==> src/rtl/core/asr_pkg.sv <==
// ----------------------------------------------------------------------------
// Resampler package
// Word types, register indexes and controller/datapath interface structs.
// ----------------------------------------------------------------------------
`timescale 1ns / 1ps
`default_nettype none

package asr_pkg;

  localparam int unsigned SampleW   = 16;
  localparam int unsigned StepW     = 20;
  localparam int unsigned CfgIndexW = 2;
  localparam int unsigned CountW    = 7;

  localparam logic [CountW-1:0] MaxResults = 7'd64;
  localparam logic [16:0]       OnePos     = 17'h10000;
  localparam logic [StepW-1:0]  StepReset  = 20'd81920;

  localparam logic [CfgIndexW-1:0] RegMode = 2'd0;
  localparam logic [CfgIndexW-1:0] RegStep = 2'd1;

  typedef struct packed {
    logic signed [SampleW-1:0] sample;
    logic                      end_of_file;
  } in_word_t;

  typedef struct packed {
    logic signed [SampleW-1:0] out_sample;
    logic                      last_of_run;
  } out_word_t;

  typedef struct packed {
    logic accept;     // latch the incoming word
    logic latch_d;    // register the interpolation weight
    logic mul;        // form the product and advance the position
    logic fin;        // round the result into the pending slot
    logic push;       // move the pending result to the output register
    logic push_last;  // mark the pushed result as the last of its run
    logic finish;     // update index and history at the end of a word
  } asr_cmd_t;

  typedef struct packed {
    logic hit;        // current position falls in this sample window
    logic cap;        // result limit reached for this word
    logic pending;    // a finished result waits to be pushed
    logic out_free;   // output register can take a word this cycle
  } asr_status_t;

endpackage

`default_nettype wire

==> src/rtl/core/asr_ctrl.sv <==
// ----------------------------------------------------------------------------
// Resampler controller
// Sequences test, multiply and rounding steps for each accepted word.
// ----------------------------------------------------------------------------
`timescale 1ns / 1ps
`default_nettype none

module asr_ctrl (
  input  wire                  clk_i,
  input  wire                  rst_ni,
  input  wire                  in_valid_i,
  output logic                 in_stall_o,
  input  asr_pkg::asr_status_t status_i,
  output asr_pkg::asr_cmd_t    cmd_o
);
  import asr_pkg::*;

  typedef enum logic [3:0] {
    StIdle = 4'b0001,
    StTest = 4'b0010,
    StMul  = 4'b0100,
    StFin  = 4'b1000
  } state_e;

  state_e state_q, state_d;
  logic   can_push;

  assign can_push   = !status_i.pending || status_i.out_free;
  assign in_stall_o = (state_q != StIdle);

  always_comb begin
    state_d = state_q;
    cmd_o   = '0;
    unique case (state_q)
      StIdle: begin
        if (in_valid_i) begin
          cmd_o.accept = 1'b1;
          state_d      = StTest;
        end
      end
      StTest: begin
        if (can_push) begin
          cmd_o.push = status_i.pending;
          if (status_i.hit && !status_i.cap) begin
            cmd_o.latch_d = 1'b1;
            state_d       = StMul;
          end else begin
            cmd_o.push_last = 1'b1;
            cmd_o.finish    = 1'b1;
            state_d         = StIdle;
          end
        end
      end
      StMul: begin
        cmd_o.mul = 1'b1;
        state_d   = StFin;
      end
      StFin: begin
        cmd_o.fin = 1'b1;
        state_d   = StTest;
      end
      default: begin
        state_d = StIdle;
      end
    endcase
  end

  always_ff @(posedge clk_i or negedge rst_ni) begin
    if (!rst_ni) begin
      state_q <= StIdle;
    end else begin
      state_q <= state_d;
    end
  end

endmodule

`default_nettype wire

==> config.mk <==
export PLATFORM = sky130hd
export DESIGN_NAME = asr_ctrl
export DESIGN_NICKNAME = d
export VERILOG_FILES = /design/src/rtl/core/asr_pkg.sv /design/src/rtl/core/asr_ctrl.sv
export SDC_FILE = /design/constraint.sdc
export NUM_CORES = 1
export LEC_CHECK = 0
export BUFFER_PORTS_ARGS = -buffer_cell sky130_fd_sc_hd__buf_2
export CORE_AREA = 2 2 39 41
export DETAILED_ROUTE_END_ITERATION = 8
export DIE_AREA = 0 0 41 43
export HOLD_SLACK_MARGIN = 0.03
export SLEW_MARGIN = 10
export SYNTH_ARGS = -nofsm -noshare
export SYNTH_HDL_FRONTEND = slang
export SYNTH_SLANG_ARGS = --single-unit
export TNS_END_PERCENT = 10
==> constraint.sdc <==
create_clock -name clk_i -period 3.8 [get_ports clk_i]
set_input_delay 0.95 -clock clk_i [delete_from_list [all_inputs] [get_ports clk_i]]
set_output_delay 0.95 -clock clk_i [all_outputs]
set_load 0.05 [all_outputs]
# Word-level counts from Yosys, hierarchy flattened
# Cells that the tools add are included.
op_classes:
  eq_ne: 7
  muxes: 14
  n_reduce_logical: 5
ops:
  columns: ["cell", "n"]
  rows:
  - ["one-hot mux 4 bit (4 select lines)", 1]
  - ["2-to-1 mux 3 bit", 3]
  - ["2-to-1 mux 4 bit", 2]
  - ["2-to-1 mux 1 bit", 7]
  - ["== test 4 x 1 -> 1 bit (second input constant)", 1]
  - ["== test 4 x 2 -> 1 bit (second input constant)", 1]
  - ["== test 4 x 3 -> 1 bit (second input constant)", 1]
  - ["== test 4 bit (second input constant)", 1]
  - ["!= test 2 bit (second input constant)", 2]
  - ["!= test 4 x 1 -> 1 bit (second input constant)", 1]
  - ["zero test 1 bit", 2]
  - ["2-to-1 mux 2 bit", 1]
  - ["AND reduction 2 bit", 1]
  - ["logical AND 1 bit", 1]
  - ["logical OR 1 bit", 1]
totals:
  in_bits: 7
  wordCells: 27
  output_inout_bits: 8
  register_bits: 4

# Logic depth before layout (Yosys ltp)
# Gate-level depths: netlist of the first run.
logic_depth:
  depth_word: 5
  depth_mapped: 4
  mapped_depth_nobuf: 3

# Least setup slack after synthesis of the first run
# Ideal clock, no wire load.
synth_timing:
  path_kind: "input port to output port"
  from: "in status_i[1] (netlist bit)"
  to: "out cmd_o[1] (netlist bit)"
  n_path_buf: 1
  t_arrival_ps: 2194
  required_ps: 2850
  slack_ps: 656
  stages: 4
  cell_sequence: "inv_1 > o21ai_0 > nor2b_1 > buf_4"
synth_rtl:
  columns: ["element", "line_no", "source"]
  rows:
  - ["from (decl)", "asr_ctrl.sv:13", "input asr_pkg::asr_status_t status_i,"]
  - ["to (decl)", "asr_ctrl.sv:14", "output asr_pkg::asr_cmd_t cmd_o"]

==> flow_metrics.py, run 1 <==
metrics = {
    "placement": {
        "gp_congestion": 0.6461,
        "placement.io_buffers": 14,
    },
    "critical_path": {
        "reg2reg_depth": 3,
        "r2r_setup_slack_ps": 2300,
        "worstSetupEndpointType": "output pin",
        "r2r-start": "state_q[0]",
        "cp_max_fo": 7,
        "timing.rr.end": "state_q[0]",
        "worst_setup_path_start_kind": "flop",
        "required_ps": 2850,
        "path_class": "flop to output pin",
        "crit_arrival_ps": 1940,
    },
    "worst_hold_path": {
        "hp-class": "primary input to async pin",
    },
    "power_and_ir_drop": {
        "max-vdd-ir-drop_mv": 0.2769,
        "sequentialPowerShare_pct": 27.2,
        "power-per-cell-area_nw_per_um2": 768.6,
        "power_frac_clock_pct": 21.2,
        "netSwitchingFraction_pct": 48.40,
        "p_leak_nw": 0.1923,
        "combPwrFrac_pct": 51.6,
        "switchingPower_uw": 136.8,
        "p_int_uw": 145.9,
    },
    "cts": {
        "root_buffer": "clkbuf_4",
        "post_cts_resized": 0,
        "clock_sinks": 4,
        "post_cts_buffers": 0,
        "h-tree-depth": 1,
        "clk_pin_slew_ps": 40,
        "clk_latency_ps": 240,
        "clockBufferDepth": 2,
        "cts_made_buffers": 3,
        "cts_tree": "done",
        "cts_hold_buf": 0,
    },
    "sta": {
        "whs_ps": 503.5,
        "timing.final.max_slew_violations": 0,
        "finalHoldViolations": 0,
        "rsz0062_at_grt": "no",
        "tightest_slew_ps": 556.2,
        "finalClockSkew_ps": 3.880,
        "min_period_ps": 2892,
        "tns_ps": 0,
        "setup_viol": 0,
        "slew_headroom_pct": 62.40,
        "fin_crit_sh_pct": 76.11,
        "fmax_mhz": 345.8,
    },
    "layout": {
        "syn_to_final_growth_pct": 39.34,
        "diodes": 0,
        "layout_common_cells": "buf_2, inv_1, nor2_1",
        "top_regs": "state_q: 4 flops",
        "drive_above_1_share_pct": 39.13,
        "final_common_cell": "buf_2",
        "final_nets": 54,
        "regMostFlops": "state_q",
        "largest_reg_flops": 4,
    },
    "logic_synthesis": {
        "ys_warn_count": 0,
        "syn_area_um2": 264.0,
        "synth_fp_nets": 37,
        "syn-mean-instance-area_um2": 8.800,
        "yosysUniqueCellTypes": 19,
        "ys_seq_area_share_pct": 38.39,
        "synth-seq-cells": 4,
        "synthCells": 30,
    },
    "run_status": {
        "outcome": "finished clean",
    },
    "grt": {
        "grt_overflow": 0,
        "grt_pass1_vias": 271,
        "grt_max_degree": 8,
        "antenna_found_initial": 0,
        "grtUsageTotal_pct": 8.844,
        "grt_pass1_wl_um": 1021,
    },
    "floorplan": {
        "die_h_um": 43,
        "ios": 15,
        "rows": 14,
        "dieWidth_um": 41,
        "core-area_um2": 1384,
        "start_util_pct": 19.08,
        "die_area_um2": 1763,
    },
    "drt": {
        "via_per_inst": 4.468,
        "drcViolationCount": 0,
        "num_vias": 277,
        "wl_um": 585,
        "ant_nets": 0,
        "wire_per_inst_um": 9.435,
        "first_pass_iters": 2,
        "drt_iter0_drc": 2,
    },
    "run": {
        "cap_viol_max_count": 0,
    },
}
synthesized netlist by cell type:
cell	count	area share, %
or4b_1	1	3.8
dfstp_2	1	10
nand3b_1	1	2.8
clkbuf_2	1	1.9
inv_1	4	5.7
o2bb2ai_1	1	3.3
and3_1	1	2.4
nor2b_1	1	2.4
nor2_1	4	5.7
xor2_1	1	3.3
buf_4	1	2.8
or4_1	1	2.8
a31oi_1	1	2.4
o21ai_0	2	3.8
nor4b_1	3	10
o211ai_1	1	2.8
dfrtp_1	3	28
a22o_1	1	3.3
nand2b_1	1	2.4
cell families after synthesis:
family / count (synthesis) / synth area share, %
and+or+nand+nor: 13 / 32.23
AOI/OAI and AO/OA: 6 / 15.64
buffers and inverters: 6 / 10.42
DFF: 4 / 38.39
xor gates and xnor gates: 1 / 3.318
worst max path at each step:
stage	start	to	cells after the start
detailed placement	state_q[3]	cmd_o[1]	4
global route	state_q[2]	cmd_o[1]	4
finish	state_q[2]	cmd_o[1]	4
floorplan	status_i[1]	cmd_o[1]	4
CTS	state_q[2]	cmd_o[1]	4
global placement	state_q[2]	cmd_o[0]	4
stage by stage:
step / worst slack (ps) / cell area, um2 / std cells / util (%) / total power, mW
after detailed placement: 1135 / 341.6 / 58 / 24.68 / 0.2244
after CTS: 865.7 / 367.9 / 62 / 26.58 / 0.2864
after global placement: 1177 / 341.6 / 58 / 24.68 / 0.2221
after global routing: 612.8 / 367.9 / 62 / 26.58 / 0.3049
after floorplan: 656.5 / 264.0 / 30 / - / 0.2003
final: 908.0 / 367.9 / 62 / 26.58 / 0.2827
metal layers:
layer  part of all wire, %  wire length, um  GRT usage (%)
met5                     0                0              0
met1                    43              254          10.32
met2                    44              255          11.88
met4                   1.4                8          6.000
met3                    11               67          4.712
cell type report:
class                   instances  area, um2
clock buffers                   4      26.28
fillers                       157       1016
inverters                       4      15.01
multi-input cells              20      135.1
flip-flops and latches          4      101.3
well taps                      16      20.02
repair buffers                 14      70.07
critical path: stages (launching register included):
cell and delay [ps]:
dfrtp_1 420, nor4b_1 540, o21ai_0 270, nor2b_1 190
buf_2 280
power by group through the flow:
stage	Clock (mW)	Combinational, mW	Sequential, mW
6_report	0.0599	0.146	0.0769
5_1_grt	0.0661	0.158	0.0804
4_1_cts	0.0623	0.147	0.0769
3_5_place_dp	0	0.147	0.0779
3_3_place_gp	0	0.146	0.0766
2_1_floorplan	0	0.127	0.0737
Power figures use the tool's default switching activity.
==> run 2: changes to the inputs <==
- clock period: 3.8 -> 2.91 ns (I/O delays scaled with it)
==> run 2 against run 1 <==
Against the previous run: sequential share of layout area is 0.46 points lower; wire length decreased by 0.51%; clock-buffer cell count stayed put; critical path type unchanged; die area unchanged.
==> flow_metrics.py, run 2 (synthesis results as in run 1) <==
metrics = {
    "sta": {
        "min_period_ps": 2482,
        "fmax_mhz": 402.8,
        "setup_viol": 0,
        "slew_headroom_pct": 75.35,
        "rsz0062_at_grt": "no",
        "fin_crit_sh_pct": 85.31,
        "finalHoldViolations": 0,
        "tightest_slew_ps": 368.8,
        "finalClockSkew_ps": 7.871,
        "setup_slack_ps": 427.5,
        "tns_ps": 0,
        "timing.final.max_slew_violations": 0,
    },
    "floorplan": {
        "rows": 14,
        "ios": 15,
        "start_util_pct": 19.08,
        "core-area_um2": 1384,
        "dieWidth_um": 41,
        "die_area_um2": 1763,
        "die_h_um": 43,
    },
    "power_and_ir_drop": {
        "p_leak_nw": 0.1940,
        "power-per-cell-area_nw_per_um2": 998.3,
        "max-vdd-ir-drop_mv": 0.3917,
    },
    "layout": {
        "layout_common_cells": "buf_2, inv_1, nor2_1, clkbuf_4, dfrtp_1",
        "syn_to_final_growth_pct": 41.71,
        "final_util_pct": 27.03,
        "final_common_cell": "buf_2",
        "drive_above_1_share_pct": 41.30,
        "regMostFlops": "state_q",
        "fin_area_um2": 374.1,
        "top_regs": "state_q: 4 flops",
        "largest_reg_flops": 4,
        "diodes": 0,
        "final_nets": 54,
        "finalNonFillerCells": 62,
        "n_fill_cell": 148,
    },
    "critical_path": {
        "crit_path_max_incr_delay_ps": 420,
        "crit_chain": "nor4b_2 > o21ai_0 > nor2b_1 > buf_2",
        "path_class": "flop to output pin",
        "crit_family": "simple AND/OR/NAND/NOR gates",
        "cp_max_fo": 5,
        "r2r_setup_slack_ps": 1380,
        "r2r-start": "state_q[0]",
        "timing.rr.end": "state_q[0]",
        "reg2reg_depth": 3,
        "crit_arrival_ps": 1750,
        "worstSetupEndpointType": "output pin",
        "required_ps": 2180,
        "path_buf_inv": 1,
        "cp_slowest_cell": "dfrtp_1",
        "worst_setup_path_start_kind": "flop",
    },
    "grt": {
        "antenna_found_initial": 0,
        "grtUsageTotal_pct": 9.394,
        "grt_pass1_wl_um": 1062,
        "grt_overflow": 0,
        "grt_max_degree": 8,
        "grt_pass1_vias": 236,
    },
    "drt": {
        "wl_met1_um": 251,
        "wl_um": 582,
        "top_layer": "met3",
        "ant_nets": 0,
        "wl_met2_um": 252,
        "via_per_inst": 4.484,
        "met3_length_um": 78,
        "num_vias": 278,
        "wire_per_inst_um": 9.387,
        "drcViolationCount": 0,
        "first_pass_iters": 4,
        "drt_iter0_drc": 3,
    },
    "placement": {
        "placed_cells": 58,
        "placement.io_buffers": 14,
        "placed_area_um2": 341.6,
        "gp_congestion": 0.6924,
        "dp_slack_ps": 475.9,
        "dpl.hpwl_um": 446.9,
    },
    "cts": {
        "cts_hold_buf": 0,
        "clk_pin_slew_ps": 40,
        "clockBufferDepth": 2,
        "h-tree-depth": 1,
        "clock_sinks": 4,
        "cts_tree": "done",
        "cts_made_buffers": 3,
        "root_buffer": "clkbuf_4",
        "clk_latency_ps": 240,
        "post_cts_buffers": 0,
    },
    "run_status": {
        "outcome": "finished clean",
    },
    "run": {
        "cap_viol_max_count": 0,
    },
    "worst_hold_path": {
        "hp-class": "primary input to async pin",
    },
}
run 2: cell counts in the layout (fill, tap and decap cells not counted):
Identical to the previous run, type by type.
run 2: what timing repair did:
item	CTS	global route
gates resized for setup	0	1
endpoints found under the setup margin	0	2
hold endpoints to repair	0	0
run 2: worst max path at each step:
| stage | startpoint | endpoint | slack, ps | cells after the start |
|---|---|---|---|---|
| 6_report | state_q[3] | cmd_o[1] | 430 | 4 |
| 5_1_grt | state_q[3] | cmd_o[1] | 220 | 4 |
| 4_1_cts | state_q[2] | cmd_o[1] | 210 | 4 |
| 3_5_place_dp | state_q[3] | cmd_o[1] | 480 | 4 |
| 3_3_place_gp | state_q[3] | cmd_o[0] | 550 | 4 |
| 2_1_floorplan | state_q[3] | cmd_o[1] | 1 | 4 |
run 2: layer usage:
| metal | up-vias | GRT usage, % |
|---|---|---|
| met1 | 125 | 12.79 |
| met5 | - | 0 |
| met2 | 16 | 11.25 |
| met4 | 0 | 2.000 |
| li1 | 137 | - |
| met3 | 0 | 7.853 |
run 2: area by class of cell:
class	instances	area [um2]	share of cell area, %
inverters	4	15.01	4.013
well taps	16	20.02	5.351
repair buffers	14	70.07	18.73
multi-input cells	20	141.4	37.79
clock buffers	4	26.28	7.023
flip-flops and latches	4	101.3	27.09
run 2: where the power goes:
| group | switching (mW) | internal [mW] |
|---|---|---|
| Clock | 0.0251 | 0.0516 |
| Combinational | 0.131 | 0.0637 |
| Sequential | 0.0247 | 0.0773 |
| Total | 0.181 | 0.193 |
run 2: metrics by stage:
stage	power, mW	hold WS (ps)
floorplan	0.2615	431.9
finish	0.3735	282.6
detailed placement	0.2945	514.1
global placement	0.2921	502.7
global route	0.4077	269.5
CTS	0.3750	277.8
